### src/hw/rtl/qrs_pkg.sv
// Types, constants and helper functions of the quadratic root solver.
package qrs_pkg;

  localparam int CoefW     = 16;
  localparam int PartW     = 32;
  localparam int MagW      = 34;  // |b*b - 4ac| fits below 2^33
  localparam int RootW     = 17;  // isqrt of MagW bits
  localparam int NumW      = 18;  // signed numerator -b +/- s
  localparam int DvsW      = 17;  // |2a|
  localparam int QuoW      = 33;  // (|num| << 16) / |2a|
  localparam int FracW     = 16;
  localparam int SqrtSteps = 17;
  localparam int DivSteps  = 33;

  typedef enum logic [1:0] {
    KIND_DISTINCT = 2'd0,
    KIND_DOUBLE   = 2'd1,
    KIND_COMPLEX  = 2'd2,
    KIND_AZERO    = 2'd3
  } kind_t;

  typedef struct packed {
    logic signed [CoefW-1:0] a;
    logic signed [CoefW-1:0] b;
    logic                    d_neg;
    logic                    d_zero;
  } sq_side_t;

  typedef struct packed {
    kind_t kind;
    logic  neg1;
    logic  neg2;
  } div_side_t;

  // Apply sign to an unsigned quotient and clamp to the signed 32-bit range.
  function automatic logic [PartW-1:0] sat_part(input logic [QuoW-1:0] mag, input logic neg);
    logic [PartW-1:0] r;
    if (!neg) begin
      if (mag > QuoW'(33'h0_7FFF_FFFF)) r = 32'h7FFF_FFFF;
      else r = mag[PartW-1:0];
    end else begin
      if (mag > QuoW'(33'h0_8000_0000)) r = 32'h8000_0000;
      else r = 32'd0 - mag[PartW-1:0];
    end
    return r;
  endfunction

endpackage

### src/hw/rtl/qrs_disc.sv
// Two-stage discriminant unit: products, then b*b - 4ac and its magnitude.
module qrs_disc (
  input  logic                              clk,
  input  logic                              rst,
  input  logic                              en,
  input  logic                              in_valid,
  input  logic signed [qrs_pkg::CoefW-1:0]  a,
  input  logic signed [qrs_pkg::CoefW-1:0]  b,
  input  logic signed [qrs_pkg::CoefW-1:0]  c,
  output logic                              out_valid,
  output logic        [qrs_pkg::MagW-1:0]   mag,
  output qrs_pkg::sq_side_t                 side
);

  logic                      v1;
  logic signed [15:0]        a1;
  logic signed [15:0]        b1;
  logic signed [31:0]        bb;
  logic signed [31:0]        ac;
  logic signed [34:0]        d;
  logic signed [34:0]        nd;

  always_ff @(posedge clk) begin
    if (rst) begin
      v1        <= 1'b0;
      out_valid <= 1'b0;
    end else if (en) begin
      v1        <= in_valid;
      out_valid <= v1;
    end
  end

  assign d  = {{3{bb[31]}}, bb} - {ac[31], ac, 2'b00};
  assign nd = 35'sd0 - d;

  always_ff @(posedge clk) begin
    if (en) begin
      a1          <= a;
      b1          <= b;
      bb          <= b * b;
      ac          <= a * c;
      mag         <= d[34] ? nd[qrs_pkg::MagW-1:0] : d[qrs_pkg::MagW-1:0];
      side.a      <= a1;
      side.b      <= b1;
      side.d_neg  <= d[34];
      side.d_zero <= (d == 35'sd0);
    end
  end

endmodule

### config.mk
export PLATFORM = sky130hd
export DESIGN_NAME = qrs_disc
export DESIGN_NICKNAME = d
export VERILOG_FILES = /design/src/hw/rtl/qrs_pkg.sv /design/src/hw/rtl/qrs_disc.sv
export SDC_FILE = /design/constraint.sdc
export NUM_CORES = 2
export LEC_CHECK = 0
export BUFFER_PORTS_ARGS = -buffer_cell sky130_fd_sc_hd__buf_2
export CAP_MARGIN = 20
export CORE_ASPECT_RATIO = 1.1
export CORE_MARGIN = 2
export CORE_UTILIZATION = 67
export CTS_BUF_LIST = sky130_fd_sc_hd__clkbuf_2
export DETAILED_ROUTE_END_ITERATION = 10
export PLACE_DENSITY = 0.87
export SYNTH_ARGS = -nofsm -noshare
export SYNTH_HDL_FRONTEND = slang
export SYNTH_SLANG_ARGS = --single-unit
### constraint.sdc
create_clock -name clk -period 24.1 [get_ports clk]
set_input_delay 7.23 -clock clk [delete_from_list [all_inputs] [get_ports clk]]
set_output_delay 7.23 -clock clk [all_outputs]
set_load 0.03 [all_outputs]
==> results.yml <==
run_status:
  outcome: "finished with violations"
  violations: "design-rule violations"
setup_path:
  crit_type: "input port to flip-flop"
  path_max_fanout: 18
  crit_path_end_kind: "flip-flop"
  startpoint: "b[15]"
  r2r_slack_ns: 18.97
  r2r-end: "mag[20]$_DFFE_PP_"
  rr_startpoint: "bb[2]$_DFFE_PP_"
  start_kind: "input port"
  required_ns: 24.82
  worstPathArrival_ns: 14.05
  reg2reg_depth: 14
clocking:
  cts.sinks: 163
  cts-buffers-inserted: 17
  cts_buffer_depth: 2
  clk_latency_ns: 0.97
  cts_resized: 0
  clockRootBuffer: "clkbuf_2"
  cts_htree_levels: 4
  cts_tree: "yes"
  path_clk_slew_ns: 0.34
  cts_hold_buf: 0
  post-cts-setup-buffer-count: 0
final_layout:
  layout.nets: 3459
  fin_cells: 3225
  drive_gt1_frac: 0.0662
  area_growth_pct: 4.63
place:
  dpl.cell_count: 3192
  post-dp-hpwl_um: 45500
  port_buffers: 120
  gp_congestion: 0.888
route:
  postRouteAntennaNets: 0
  wire_per_inst_um: 17.2
  via_count: 18400
  drt_iter0_drc: 1186
  vias_per_cell: 5.70
  drc: 1
  firstDrtPassIters: 9
  postRouteWirelength_um: 55600
global_route:
  overflow: 0
  grt_max_degree: 84
  grt_pass1_wl_um: 95200
  grt_usage: 0.298
  grt_pass1_vias: 20100
  antenna_found_initial: 2
timing:
  timing.fmax_ghz: 0.0750
  clock_skew_ns: 0.0554
  setup_tns_ns: 0
  drv_slew: 0
  min_period_over_period: 0.553
  worstMarginPinSlew_ns: 1.08
  rsz0062_at_grt: "false"
  setup_viol: 0
  fin_crit_ns: 13.33
  hold_viol_final: 0
  relSlewSlack: 0.282
die:
  die_h_um: 212
  die_w_um: 193
  rows: 76
  core_sq_um: 39000
  dieArea_sq_um: 41000
  start_util: 0.677
  ios: 121
logic_synthesis:
  ys_async_sr_fraction: 0
  syn_avg_cell_area_sq_um: 10.0
  syn_area_sq_um: 26400
  synthCells: 2638
  yosysWarnings: 0
  synth.distinct_cells: 75
  ys_seq_elements: 163
  synthFlopType: "edfxtp_1"
  ys_seq_area_frac: 0.185
  synth_edf_count: 161
  synth.net_count: 3393
hold_path:
  hold_class: "flip-flop to flip-flop"
  min_from: "a1[14]$_DFFE_PP_"
  whs_endpoint: "side[32]$_DFFE_PP_"
  holdPathStages: 0
run:
  drv_cap: 0
-- sequential cells by signal, summed over array words and instances, names as in the netlist --
| register | flops |
|---|---|
| v1 | 1 |
| side | 33 |
| a1 | 16 |
| ac | 32 |
| mag | 34 |
| out_valid | 1 |
| b1 | 16 |
| bb | 30 |
-- critical path: stages --
cell and delay, ns:
buf_2 0.22, inv_1 0.46, nor2_1 0.18, fa_1 0.78, fa_1 0.51, fa_1 0.43, fa_1 0.52, fa_1 0.55
inv_1 0.05, fa_1 0.47, inv_1 0.04, ha_1 0.35, a21o_1 0.19, a21o_1 0.17, a21o_1 0.18, a21oi_1 0.18
a21boi_0 0.14, a2111oi_1 0.59, nor3_1 0.15, or3_1 0.38, a21oi_1 0.18, xnor2_1 0.08
-- how the worst max path moves through the flow --
stage | endpoint | slack (ns) | depth (start not counted)
2_1_floorplan | bb[31]$_DFFE_PP_ | 10.54 | 24
3_3_place_gp | bb[31]$_DFFE_PP_ | 10.00 | 22
3_5_place_dp | bb[31]$_DFFE_PP_ | 9.84 | 20
4_1_cts | bb[31]$_DFFE_PP_ | 10.88 | 22
5_1_grt | bb[31]$_DFFE_PP_ | 10.41 | 22
6_report | bb[31]$_DFFE_PP_ | 10.77 | 22
-- layer usage --
layer	track usage	routed length, um	vias up
met5	0	0	-
met4	0.108	1760	0
met3	0.0439	3440	134
met2	0.520	29300	636
met1	0.379	21200	9363
li1	-	-	8264
-- kinds of logic (layout without fill, tap and decap cells) --
| logic type | after synthesis | in the layout | share of synthesized area |
|---|---|---|---|
| mux | 5 | 5 | 0.00190 |
| compound gates | 286 | 286 | 0.0738 |
| simple gates | 624 | 624 | 0.117 |
| flops | 163 | 163 | 0.185 |
| other cells | 0 | 1 | 0 |
| xor+xnor | 130 | 130 | 0.0432 |
| buf+inv | 727 | 806 | 0.104 |
| fa+ha+maj | 703 | 703 | 0.475 |
-- layout by cell type (no fill, tap or decap), types with 36 or more instances in the layout --
cell type / instances
xor2_1: 36
buf_2: 119
inv_1: 651
edfxtp_1: 161
a21oi_1: 74
nand2_1: 232
nor2_1: 108
and2_1: 168
ha_1: 206
fa_1: 497
o21ai_0: 37
xnor2_1: 94
a21o_1: 48
-- layout make-up --
class	count	area [sq um]
clock buffer	17	85.1
timing repair buffer	123	629
sequential	163	4870
multi-input combinational	1748	18700
antenna	1	2.50
clock inverter	15	179
fill	2845	11400
tap	507	634
inverter	651	2440
-- per-stage QoR --
| step | hold slack (ns) | cell area, sq um | setup slack [ns] | util |
|---|---|---|---|---|
| 6_report | 0.399 | 27600 | 10.77 | 0.708 |
| 5_1_grt | 0.430 | 27600 | 10.41 | 0.708 |
| 3_5_place_dp | 0.405 | 27300 | 9.84 | 0.701 |
| 4_1_cts | 0.407 | 27600 | 10.88 | 0.708 |
| 2_1_floorplan | 0.400 | 26400 | 10.54 | - |
| 3_3_place_gp | 0.401 | 27300 | 10.00 | 0.701 |
-- Yosys cell counts, drive strengths merged (4+ instances only) --
master  count  area [sq um]
nand3      26           130
a41oi       4          35.0
a31o        7          61.3
a31oi      15          93.8
inv       651          2440
a211oi     10          75.1
xnor2      94           823
and3        8          50.1
nor2      108           405
o21ai      41           209
nor2b      12          75.1
and2      168          1050
o21a       18           135
nand4       6          37.5
nand2b     15          93.8
a41o        4          40.0
nand2     232           871
xor2       36           315
and4        4          35.0
nor4        4          46.3
o21bai     17           128
mux2i       5          50.1
a21o       48           360
nor3       16          80.1
buf        10          62.6
o31ai       9          81.3
edfxtp    161          4830
ha        206          2580
clkbuf     66           248
o31a        5          43.8
or3         6          42.5
fa        497          9950
a21oi      74           370
or2         6          37.5
o211ai      8          60.1
Power is not shown: default switching activity piles up to over one toggle a cycle in this logic, so the estimate is an artifact.
