**config.mk**
```make
export PLATFORM = sky130hd
export DESIGN_NAME = qrs_div
export DESIGN_NICKNAME = d
export VERILOG_FILES = /design/src/hw/rtl/qrs_pkg.sv /design/src/hw/rtl/qrs_div.sv
export SDC_FILE = /design/constraint.sdc
export NUM_CORES = 2
export LEC_CHECK = 0
export BUFFER_PORTS_ARGS = -buffer_cell sky130_fd_sc_hd__buf_2
export CAP_MARGIN = 15
export CELL_PAD_IN_SITES_DETAIL_PLACEMENT = 1
export CELL_PAD_IN_SITES_GLOBAL_PLACEMENT = 1
export CORE_MARGIN = 2
export CORE_UTILIZATION = 35
export DETAILED_ROUTE_END_ITERATION = 8
export HOLD_SLACK_MARGIN = 0.05
export PLACE_DENSITY = 0.64
export SYNTH_ARGS = -nofsm -noshare
export SYNTH_HDL_FRONTEND = slang
export SYNTH_SLANG_ARGS = --single-unit
```
**constraint.sdc**
```tcl
create_clock -name clk -period 4.6 [get_ports clk]
set_input_delay 0.46 -clock clk [delete_from_list [all_inputs] [get_ports clk]]
set_output_delay 0.46 -clock clk [all_outputs]
set_load 0.02 [all_outputs]
```
**src/hw/rtl/qrs_pkg.sv**
```systemverilog
// Types, constants and helper functions of the quadratic root solver.
package qrs_pkg;

  localparam int CoefW     = 16;
  localparam int PartW     = 32;
  localparam int MagW      = 34;  // |b*b - 4ac| fits below 2^33
  localparam int RootW     = 17;  // isqrt of MagW bits
  localparam int NumW      = 18;  // signed numerator -b +/- s
  localparam int DvsW      = 17;  // |2a|
  localparam int QuoW      = 33;  // (|num| << 16) / |2a|
  localparam int FracW     = 16;
  localparam int SqrtSteps = 17;
  localparam int DivSteps  = 33;

  typedef enum logic [1:0] {
    KIND_DISTINCT = 2'd0,
    KIND_DOUBLE   = 2'd1,
    KIND_COMPLEX  = 2'd2,
    KIND_AZERO    = 2'd3
  } kind_t;

  typedef struct packed {
    logic signed [CoefW-1:0] a;
    logic signed [CoefW-1:0] b;
    logic                    d_neg;
    logic                    d_zero;
  } sq_side_t;

  typedef struct packed {
    kind_t kind;
    logic  neg1;
    logic  neg2;
  } div_side_t;

  // Apply sign to an unsigned quotient and clamp to the signed 32-bit range.
  function automatic logic [PartW-1:0] sat_part(input logic [QuoW-1:0] mag, input logic neg);
    logic [PartW-1:0] r;
    if (!neg) begin
      if (mag > QuoW'(33'h0_7FFF_FFFF)) r = 32'h7FFF_FFFF;
      else r = mag[PartW-1:0];
    end else begin
      if (mag > QuoW'(33'h0_8000_0000)) r = 32'h8000_0000;
      else r = 32'd0 - mag[PartW-1:0];
    end
    return r;
  endfunction

endpackage

```
**src/hw/rtl/qrs_div.sv**
```systemverilog
// Two-lane pipelined restoring divider, one quotient bit per stage.
module qrs_div (
  input  logic                             clk,
  input  logic                             rst,
  input  logic                             en,
  input  logic                             in_valid,
  input  logic [qrs_pkg::DvsW-1:0]         num1,
  input  logic [qrs_pkg::DvsW-1:0]         num2,
  input  logic [qrs_pkg::DvsW-1:0]         dvs,
  input  qrs_pkg::div_side_t               in_side,
  output logic                             out_valid,
  output logic [qrs_pkg::QuoW-1:0]         quo1,
  output logic [qrs_pkg::QuoW-1:0]         quo2,
  output qrs_pkg::div_side_t               out_side
);

  localparam int N  = qrs_pkg::DivSteps;
  localparam int QW = qrs_pkg::QuoW;
  localparam int DW = qrs_pkg::DvsW;

  logic               vld [0:N];
  logic [DW-1:0]      dv  [0:N];
  qrs_pkg::div_side_t sd  [0:N];
  logic [QW-1:0]      dd  [0:1][0:N];
  logic [DW-1:0]      rm  [0:1][0:N];
  logic [QW-1:0]      qq  [0:1][0:N];

  assign vld[0]   = in_valid;
  assign dv[0]    = dvs;
  assign sd[0]    = in_side;
  assign dd[0][0] = {num1, {qrs_pkg::FracW{1'b0}}};
  assign dd[1][0] = {num2, {qrs_pkg::FracW{1'b0}}};
  assign rm[0][0] = '0;
  assign rm[1][0] = '0;
  assign qq[0][0] = '0;
  assign qq[1][0] = '0;

  for (genvar j = 0; j < N; j++) begin : g_step
    always_ff @(posedge clk) begin
      if (rst) begin
        vld[j+1] <= 1'b0;
      end else if (en) begin
        vld[j+1] <= vld[j];
      end
    end

    always_ff @(posedge clk) begin
      if (en) begin
        dv[j+1] <= dv[j];
        sd[j+1] <= sd[j];
      end
    end

    for (genvar l = 0; l < 2; l++) begin : g_lane
      logic [DW:0] trial;
      logic [DW:0] diff;
      logic        ge;

      assign trial = {rm[l][j], dd[l][j][QW-1]};
      assign diff  = trial - {1'b0, dv[j]};
      assign ge    = (trial >= {1'b0, dv[j]});

      always_ff @(posedge clk) begin
        if (en) begin
          rm[l][j+1] <= ge ? diff[DW-1:0] : trial[DW-1:0];
          dd[l][j+1] <= dd[l][j] << 1;
          qq[l][j+1] <= {qq[l][j][QW-2:0], ge};
        end
      end
    end
  end

  assign out_valid = vld[N];
  assign quo1      = qq[0][N];
  assign quo2      = qq[1][N];
  assign out_side  = sd[N];

endmodule

```
==> out/qor.csv <==
stage,metric,value,unit
timing,maxSlewHeadroom,0.2424,
clock_network,cts_buffer_depth,4,
clock_network,cts_num_sinks,3191,
detailed_routing,vias_per_cell,5.040,
clock_network,ctsHtreeMaxLevel,5,
timing,finalMaxSlewViolations,0,
detailed_routing,dr.pass1.iters,5,
critical_path,cp.required,5.26,ns
outcome,status,finished clean,
timing,setup_viol,0,
finish,final_cell_mix,"edfxtp_1 (3158), ha_1 (1090), a21oi_1 (883)",
pwr,internal_power,80960,uW
critical_path,cp.arrival,4.71,ns
critical_path,crit_family,compound AO/OA/AOI/OAI gates,
critical_path,crit_fanout,15,
timing,fin_ws,0.5471,ns
timing,totalNegativeSetupSlack,0,ns
finish,stdcell_count,18950,
timing,hold_viol,0,
timing,rsz0062_at_grt,false,
critical_path,worstPathCellList,ha_1 -> inv_1 -> fa_1 -> a211oi_1 -> o21bai_1 -> a31oi_1 -> o211ai_1 -> a41oi_1 -> o21a_1 -> buf_4 -> o21ai_0,
critical_path,critPathSlowestCell,o21a_1,
critical_path,startpoint_type,flop,
grt,grt_overflow_total,0,
finish,num-nets-final,13890,
pwr,power_density,703.1,nW/um^2
placement,dp_slack,0.4780,ns
critical_path,path_buf_inv,2,
finish,drive_above_1_share,0.1128,
timing,finClkSkew,0.07000,ns
timing,fin_crit,4.053,ns
synth,synth-edff-count,3158,
timing,worst_pin_slew,1.136,ns
placement,dp_hpwl,279400,um
synth,async_reset_ff_frac,0,
clock_network,post_cts_resize_count,0,
timing,max_freq,0.2467,GHz
detailed_routing,drt-initial-drc-count,5686,
clock_network,root_buffer,clkbuf_16,
detailed_routing,vias,95500,
detailed_routing,wire_per_inst,19.81,um
grt,grt_util_met1,0.2141,
detailed_routing,ant_nets,0,
pwr,combPwrFrac,0.400,
die,core_area,449100,sq um
synth,ys_ff_latch,3191,
synth,ys_warn_count,0,
grt,grt_start_max_net_pins,137,
die,ios,130,
synth,syn-cell-area,158000,sq um
synth,synthDistinctLibCells,86,
pwr,pwr-share-clk,0.230,
timing,fin_crit_sh,0.8811,
critical_path,crit_type,flop to flop,
grt,grt_pass1_vias,98940,
placement,port_buffers,129,
die,die_area,456700,sq um
placement,placed_cells_incl_taps,18200,
grt,top_usage_layer,met2,
grt,met3_usage,0.01641,
synth,postSynthCellCount,12210,
placement,gp_congestion,0.8640,
pwr,switching_share,0.3576,
grt,antenna_found_initial,2,
die,initial_core_util,0.3518,
grt,met2_usage,0.2803,
finish,final_common_cell,edfxtp_1,
synth,synth_nets,13420,
critical_path,critPathMaxStageDelay,0.58,ns
pwr,leakage,0.06808,uW
min_path,min_path_type,primary input to flop,
synth,seq_area_frac_synth,0.6045,
clock_network,clock_latency,0.99,ns
grt,grt_pass1_wl,581200,um
finish,layout-area-overhead-vs-synth,13.46,%
clock_network,cts_tree,built,
job,drv_cap,0,
grt,grt_usage,0.1612,
critical_path,cp-end-kind,flop,
pwr,total_power,126000,uW
pwr,switchingPower,45060,uW
finish,final_util,0.3991,
die,dieWidth,675.8,um
pwr,ir_drop,0.3453,mV
die,rows,246,
clock_network,cts_buffers,366,
pwr,seq_power_share,0.370,
synth,ys.flop_type,edfxtp_1,
die,die_h,675.8,um
clock_network,clkTransAtPathRegs,0.06,ns
detailed_routing,wirelength,375300,um
synth,syn_avg_cell_area,12.94,sq um
detailed_routing,drc,0,
sequential cells by signal, summed over array words and instances, names as in the netlist:
signal               count
out_side                 4
qq                    1056
dd                     272
vld                     32
sd                     128
out_valid                1
quo2                    33
g_step.g_lane.trial   1088
quo1                    33
dv                     544
final cells by class:
type	instances	area (sq um)
diodes	5	12.51
clock inverters	246	2449
clock buffers	433	9432
repair buffers	363	3043
inverters	878	3298
fillers	46870	269800
flip-flops and latches	3191	95490
multi-input cells	7879	58060
well taps	5952	7447
worst register-to-register path, delay by kind of cell (launching register included):
| kind | cells | cell delay, ns |
|---|---|---|
| buffers and inverters | 2 | 0.36 |
| AOI/OAI and AO/OA | 7 | 2.21 |
| adders and majority gates | 2 | 0.67 |
| DFF | 1 | 0.53 |
power by group through the flow:
| stage | Clock, uW | Combinational (uW) | Sequential, uW |
|---|---|---|---|
| floorplan | 0 | 38000 | 44200 |
| global placement | 0 | 49300 | 47400 |
| detailed placement | 0 | 50200 | 47400 |
| CTS | 30000 | 50700 | 46900 |
| global route | 31000 | 56500 | 47300 |
| finish | 28900 | 50500 | 46600 |
metrics by stage:
step,hold WS (ns),cell area (sq um)
2_1_floorplan,0.4003,158000
3_3_place_gp,0.4002,166700
3_5_place_dp,0.4051,166700
4_1_cts,0.07841,179200
5_1_grt,0.1392,179200
6_report,0.1843,179200
metal layers:
metal	vias to the layer above	wire length [um]
met5	-	0
met4	0	9975
met3	530	9912
met2	1113	184000
met1	47180	171400
li1	46680	-
Yosys cell counts (56+ instances only):
cell      number  area share
o21ai_0      698       0.022
nand3_1      134      0.0042
clkbuf_1     153      0.0036
inv_1        873       0.021
buf_4         72      0.0034
a21o_1       295       0.014
nand2b_1     137      0.0054
a21oi_1      886       0.028
nor2_1       760       0.018
o21bai_1     102      0.0048
xnor2_1      501       0.028
or3_1         71      0.0028
and3_1        57      0.0023
o211ai_1      56      0.0027
mux2i_1       76      0.0048
nor2b_1      104      0.0041
a31oi_1       97      0.0038
fa_1          62      0.0079
edfxtp_1    3158        0.60
xor2_1       295       0.016
o31ai_1       76      0.0036
o21a_1       151      0.0072
a211oi_1      97      0.0046
ha_1        1090       0.086
nor3_1       222      0.0070
mux2_2       506       0.036
o31a_1        65      0.0036
nand2_1      697       0.017
nand4_1      122      0.0048
repair_timing:
| action | CTS | global route |
|---|---|---|
| hold buffers | 59 | 0 |
| endpoints found under the hold margin | 114 | 0 |
| buffers inserted | 0 | 0 |
path summary, 6_finish.rpt:
check             slack (ns)  cells past startpoint                       endpoint  startpoint
setup / recovery        0.55                     11  g_step[5].g_lane[1].trial[12]     dv[493]
hold / removal          0.18                      2                       dd[1074]     num2[1]
setup reg to reg        0.55                     11  g_step[5].g_lane[1].trial[12]     dv[493]
hold reg to reg         0.37                      0                       dd[1946]    dd[1978]
kinds of logic (layout without fill, tap and decap cells):
| logic type | after synthesis | after routing | share of synthesized area |
|---|---|---|---|
| adders and majority gates | 1152 | 1152 | 0.09420 |
| DFF | 3191 | 3191 | 0.6045 |
| other | 0 | 5 | 0 |
| muxes | 588 | 588 | 0.04132 |
| buffers and inverters | 1137 | 1920 | 0.02900 |
| xor gates and xnor gates | 796 | 796 | 0.04414 |
| and+or+nand+nor | 2498 | 2498 | 0.07400 |
| AOI/OAI and AO/OA | 2845 | 2845 | 0.1128 |
No activity file was read; power rests on OpenSTA's default activity.
