## src/hw/rtl/qrs_pkg.sv

```systemverilog
// Types, constants and helper functions of the quadratic root solver.
package qrs_pkg;

  localparam int CoefW     = 16;
  localparam int PartW     = 32;
  localparam int MagW      = 34;  // |b*b - 4ac| fits below 2^33
  localparam int RootW     = 17;  // isqrt of MagW bits
  localparam int NumW      = 18;  // signed numerator -b +/- s
  localparam int DvsW      = 17;  // |2a|
  localparam int QuoW      = 33;  // (|num| << 16) / |2a|
  localparam int FracW     = 16;
  localparam int SqrtSteps = 17;
  localparam int DivSteps  = 33;

  typedef enum logic [1:0] {
    KIND_DISTINCT = 2'd0,
    KIND_DOUBLE   = 2'd1,
    KIND_COMPLEX  = 2'd2,
    KIND_AZERO    = 2'd3
  } kind_t;

  typedef struct packed {
    logic signed [CoefW-1:0] a;
    logic signed [CoefW-1:0] b;
    logic                    d_neg;
    logic                    d_zero;
  } sq_side_t;

  typedef struct packed {
    kind_t kind;
    logic  neg1;
    logic  neg2;
  } div_side_t;

  // Apply sign to an unsigned quotient and clamp to the signed 32-bit range.
  function automatic logic [PartW-1:0] sat_part(input logic [QuoW-1:0] mag, input logic neg);
    logic [PartW-1:0] r;
    if (!neg) begin
      if (mag > QuoW'(33'h0_7FFF_FFFF)) r = 32'h7FFF_FFFF;
      else r = mag[PartW-1:0];
    end else begin
      if (mag > QuoW'(33'h0_8000_0000)) r = 32'h8000_0000;
      else r = 32'd0 - mag[PartW-1:0];
    end
    return r;
  endfunction

endpackage

```

## src/hw/rtl/qrs_sqrt.sv

```systemverilog
// Pipelined integer square root, one result bit per stage.
module qrs_sqrt (
  input  logic                             clk,
  input  logic                             rst,
  input  logic                             en,
  input  logic                             in_valid,
  input  logic [qrs_pkg::MagW-1:0]         mag,
  input  qrs_pkg::sq_side_t                in_side,
  output logic                             out_valid,
  output logic [qrs_pkg::RootW-1:0]        root,
  output qrs_pkg::sq_side_t                out_side
);

  localparam int N = qrs_pkg::SqrtSteps;
  localparam int W = qrs_pkg::MagW;

  logic              vld  [0:N];
  logic [W-1:0]      rem  [0:N];
  logic [W-1:0]      res  [0:N];
  qrs_pkg::sq_side_t sd   [0:N];

  assign vld[0] = in_valid;
  assign rem[0] = mag;
  assign res[0] = '0;
  assign sd[0]  = in_side;

  for (genvar j = 0; j < N; j++) begin : g_step
    localparam int K = N - 1 - j;
    localparam logic [W:0] BitV = (W+1)'(1) << (2 * K);
    logic [W:0] trial;
    logic       ge;

    assign trial = {1'b0, res[j]} + BitV;
    assign ge    = ({1'b0, rem[j]} >= trial);

    always_ff @(posedge clk) begin
      if (rst) begin
        vld[j+1] <= 1'b0;
      end else if (en) begin
        vld[j+1] <= vld[j];
      end
    end

    always_ff @(posedge clk) begin
      if (en) begin
        rem[j+1] <= ge ? (rem[j] - trial[W-1:0]) : rem[j];
        res[j+1] <= ge ? ((res[j] >> 1) + BitV[W-1:0]) : (res[j] >> 1);
        sd[j+1]  <= sd[j];
      end
    end
  end

  assign out_valid = vld[N];
  assign root      = res[N][qrs_pkg::RootW-1:0];
  assign out_side  = sd[N];

endmodule

```

## config.mk

```make
export PLATFORM = sky130hd
export DESIGN_NAME = qrs_sqrt
export DESIGN_NICKNAME = d
export VERILOG_FILES = /design/src/hw/rtl/qrs_pkg.sv /design/src/hw/rtl/qrs_sqrt.sv
export SDC_FILE = /design/constraint.sdc
export NUM_CORES = 1
export LEC_CHECK = 0
export ABC_AREA = 1
export ABC_CLOCK_PERIOD_IN_PS = 2200
export BUFFER_PORTS_ARGS = -buffer_cell sky130_fd_sc_hd__buf_2
export CORE_MARGIN = 2
export CORE_UTILIZATION = 25
export DETAILED_ROUTE_END_ITERATION = 7
export PLACE_DENSITY = 0.41
export SLEW_MARGIN = 0
export SYNTH_ARGS = -nofsm -noshare
export SYNTH_HDL_FRONTEND = slang
export SYNTH_SLANG_ARGS = --single-unit
```

## constraint.sdc

```tcl
create_clock -name clk -period 2.2 [get_ports clk]
set_input_delay 0.33 -clock clk [delete_from_list [all_inputs] [get_ports clk]]
set_output_delay 0.33 -clock clk [all_outputs]
set_load 0.02 [all_outputs]
```

==> insert_results.sql <==
INSERT INTO impl_metrics (metric_group, metric, value, unit) VALUES
('critical_path', 'cp.arrival', '2.76', 'ns'),
('logic_synthesis', 'synth.avg_cell_area', '11.44', 'um^2'),
('placement', 'hpwl', '107700', 'um'),
('outcome', 'run_status', 'finished, violations left', ''),
('timing', 'skew_final', '0.04475', 'ns'),
('grt', 'groute.usage.overall', '0.1244', ''),
('cells_and_area', 'syn2layout_area_growth', '36.50', '%'),
('cells_and_area', 'num-nets-final', '6311', ''),
('clock_tree', 'numClockSinks', '1292', ''),
('hold_path', 'hold_class', 'in -> reg', ''),
('critical_path', 'cp.required', '2.72', 'ns'),
('timing', 'totalNegativeSetupSlack', '-0.3623', 'ns'),
('detailed_routing', 'post_drt_wl_per_cell', '15.92', 'um'),
('clock_tree', 'numCtsBuffers', '153', ''),
('grt', 'globalRoute.totalOverflow', '0', ''),
('grt', 'first_global_vias', '38040', ''),
('detailed_routing', 'pre_repair_dr_iteration_count', '5', ''),
('timing', 'timing.slew.headroom', '0.6444', ''),
('grt', 'global_route_wire_length_before_repair', '220500', 'um'),
('critical_path', 'worst_path_largest_cell_delay', '0.45', 'ns'),
('critical_path', 'path_delay_family', 'simple AND/OR/NAND/NOR gates', ''),
('logic_synthesis', 'synthFlopType', 'sky130_fd_sc_hd__edfxtp_1', ''),
('critical_path', 'timing.critical_path.slowest_stage_cell', 'sky130_fd_sc_hd__edfxtp_1', ''),
('detailed_routing', 'totalWireLength', '146300', 'um'),
('logic_synthesis', 'syn_nets', '5166', ''),
('clock_tree', 'clk_pin_slew_worst_paths', '0.06', 'ns'),
('clock_tree', 'cts_tree', 'done', ''),
('timing', 'report.final.setup_viol', '17', ''),
('logic_synthesis', 'synth-seq-cells', '1292', ''),
('pwr', 'p_per_area', '936.1', 'nW/um^2'),
('timing', 'layout_worst_path_cycle_share', '1.019', ''),
('cells_and_area', 'mostFrequentLayoutCells', '1275 x sky130_fd_sc_hd__edfxtp_1, 1131 x sky130_fd_sc_hd__nand2_1, 765 x sky130_fd_sc_hd__buf_4', ''),
('timing', 'finalHoldViolations', '0', ''),
('critical_path', 'cp.buffers_inverters', '2', ''),
('critical_path', 'crit_path_end_kind', 'flip-flop', ''),
('placement', 'gp_congestion', '0.8653', ''),
('pwr', 'cellLeakagePower', '31.35', 'nW'),
('timing', 'period_needed', '2.241', 'ns'),
('floorplanning', 'die_area', '229300', 'um^2'),
('floorplanning', 'top_level_ports', '124', ''),
('grt', 'grt_start_max_net_pins', '75', ''),
('floorplanning', 'fp.coreArea', '224500', 'um^2'),
('run', 'drv.max_cap_violation_count', '0', ''),
('critical_path', 'worst-path-max-fanout', '5', ''),
('placement', 'placement.io_buffers', '123', ''),
('critical_path', 'startpoint_type', 'flip-flop', ''),
('floorplanning', 'die_w', '478.9', 'um'),
('clock_tree', 'clk-insertion-delay-late', '0.78', 'ns'),
('critical_path', 'crit_path_cell_trace', 'ha_4, nand2_2, nor2_4, nand3_1, nand3b_1, nand3_4, buf_12, buf_16, o21ai_2', ''),
('logic_synthesis', 'synth-edff-count', '1275', ''),
('clock_tree', 'cts_htree_levels', '4', ''),
('logic_synthesis', 'yosys.cell_types.count', '57', ''),
('logic_synthesis', 'asyncSetResetFlopFracSynth', '0', ''),
('cells_and_area', 'post_route_cells_drive_above_1_share', '0.3069', ''),
('timing', 'actual_slew_at_the_worst_max_slew_pin', '0.5278', 'ns'),
('logic_synthesis', 'synth_sequential_area_ratio', '0.6851', ''),
('outcome', 'failed_checks', 'setup timing', ''),
('clock_tree', 'cts_max_path_buffers', '3', ''),
('pwr', 'ir_drop', '0.0006913', 'V'),
('timing', 'total_count_of_max_transition_violations_in_the_final_report', '0', ''),
('logic_synthesis', 'netlist_instances', '4928', ''),
('detailed_routing', 'vias_per_cell', '4.052', ''),
('detailed_routing', 'drc_errors', '0', ''),
('grt', 'initial_antenna_violation_count', '5', ''),
('clock_tree', 'cts-root-buf', 'sky130_fd_sc_hd__clkbuf_16', ''),
('detailed_routing', 'drtAntennaViolNets', '0', ''),
('detailed_routing', 'num_vias', '37240', ''),
('floorplanning', 'rows', '174', ''),
('detailed_routing', 'drtIter0Drc', '1784', ''),
('cells_and_area', 'mostFrequentLayoutCell', 'sky130_fd_sc_hd__edfxtp_1', ''),
('logic_synthesis', 'syn-cell-area', '56380', 'um^2'),
('timing', 'smallest_setup_slack_after_layout', '-0.04079', 'ns'),
('timing', 'max_clock_freq', '446.3', 'MHz'),
('logic_synthesis', 'ys_warn_count', '0', ''),
('critical_path', 'critical_path_class', 'reg -> reg', ''),
('timing', 'rsz0062_at_grt', 'yes', ''),
('pwr', 'total_power', '0.07204', 'W'),
('floorplanning', 'floorplan.initialDensity', '0.2512', ''),
('floorplanning', 'dieHeight', '478.9', 'um');
[cells by family after synthesis]
family                     count (synthesis)  share of synthesized area
AOI/OAI and AO/OA                        301                    0.03129
and+or+nand+nor                         2293                     0.1718
DFF                                     1292                     0.6851
buffers and inverters                    749                    0.05524
adders and majority gates                166                    0.03684
xor gates and xnor gates                 127                    0.01973
[final cells by class]
type,count,area (um^2)
fillers,22410,147500
diodes,2,5.005
repair buffers,1056,8811
flip-flops and latches,1292,38630
clock inverters,98,1495
repair inverters,1,5.005
well taps,2992,3744
inverters,680,2596
clock buffers,179,3948
multi-input cells,2889,17730
[synthesized netlist by cell type (4+ instances only)]
master,count,area (um^2)
sky130_fd_sc_hd__and2_1,5,31.28
sky130_fd_sc_hd__nand3b_1,23,172.7
sky130_fd_sc_hd__nand3_2,8,80.08
sky130_fd_sc_hd__o21ai_1,7,35.03
sky130_fd_sc_hd__o21bai_1,7,52.55
sky130_fd_sc_hd__nor4_1,26,162.7
sky130_fd_sc_hd__nor3_1,52,260.3
sky130_fd_sc_hd__or2_2,13,81.33
sky130_fd_sc_hd__buf_6,15,168.9
sky130_fd_sc_hd__nor3_2,5,50.05
sky130_fd_sc_hd__dfxtp_1,17,340.3
sky130_fd_sc_hd__nand2_1,1353,5079
sky130_fd_sc_hd__edfxtp_1,1275,38290
sky130_fd_sc_hd__buf_2,4,20.02
sky130_fd_sc_hd__nor2_1,415,1558
sky130_fd_sc_hd__xnor2_1,44,385.4
sky130_fd_sc_hd__clkbuf_1,4,15.01
sky130_fd_sc_hd__o21ai_0,82,410.4
sky130_fd_sc_hd__o21ai_2,13,113.9
sky130_fd_sc_hd__nand3_1,258,1291
sky130_fd_sc_hd__a21boi_0,4,30.03
sky130_fd_sc_hd__a21oi_1,139,695.7
sky130_fd_sc_hd__inv_1,667,2504
sky130_fd_sc_hd__a21oi_2,30,262.8
sky130_fd_sc_hd__nand4_1,78,488.0
sky130_fd_sc_hd__inv_2,9,33.78
sky130_fd_sc_hd__nor2_2,20,125.1
sky130_fd_sc_hd__ha_1,166,2077
sky130_fd_sc_hd__a21o_1,5,37.54
sky130_fd_sc_hd__buf_4,43,322.8
sky130_fd_sc_hd__o21a_1,5,37.54
sky130_fd_sc_hd__nand2_2,18,112.6
sky130_fd_sc_hd__xor2_1,83,727.0
[what timing repair did]
item                                    4_1_cts  5_1_grt
hold buffers                                 74        0
cloned                                        8       13
resized for setup                           256      553
hold endpoints to repair                    101        0
endpoints found under the setup margin      208      260
buffers inserted                             73      106
pin swaps                                    66      163
[layer usage]
metal	GRT usage	up-vias	part of all wire
met3	0.02076	265	0.030
met4	0.04375	0	0.035
li1	-	18910	-
met2	0.2234	488	0.51
met1	0.1491	17570	0.43
met5	0	-	0
[metrics by stage]
stage,worst slack [ns],instance area (um^2),hold WS (ns),cells,utilization
final,-0.04079,76960,0.2378,9189,0.3429
after floorplan,0.1957,56380,0.4003,4928,-
after global routing,-0.1599,76960,0.1813,9189,0.3429
after CTS,-0.05687,73980,0.1502,9077,0.3296
after global placement,-0.2527,65800,0.4004,8645,0.2931
after detailed placement,-0.2628,65800,0.4045,8645,0.2931
[registers in the layout (all words and copies together), names as in the netlist]
signal     flops
out_valid      1
vld           16
out_side      34
root          17
rem          544
sd           544
res          136
[power by group]
group          switching (W)  total, W  internal [W]
sequential           0.00153    0.0314        0.0298
combinational        0.00765    0.0138       0.00615
clock                 0.0105    0.0269        0.0164
[path summary, 6_finish.rpt]
path / startpoint / endpoint / cells after the start / slack (ns)
worst max-delay path: rem[181] / rem[145] / 9 / -0.04
worst min-delay path: mag[29] / rem[573] / 2 / 0.24
worst max register to register: rem[181] / rem[145] / 9 / -0.04
worst min register to register: sd[95] / sd[61] / 0 / 0.40
[worst register-to-register path, cell delays in order, from the launching register on]
cell                       delay, ns
sky130_fd_sc_hd__edfxtp_1       0.45
sky130_fd_sc_hd__ha_4           0.33
sky130_fd_sc_hd__nand2_2        0.09
sky130_fd_sc_hd__nor2_4         0.15
sky130_fd_sc_hd__nand3_1        0.10
sky130_fd_sc_hd__nand3b_1       0.28
sky130_fd_sc_hd__nand3_4        0.21
sky130_fd_sc_hd__buf_12         0.17
sky130_fd_sc_hd__buf_16         0.16
sky130_fd_sc_hd__o21ai_2        0.06
(Power assumes the default switching activity.)
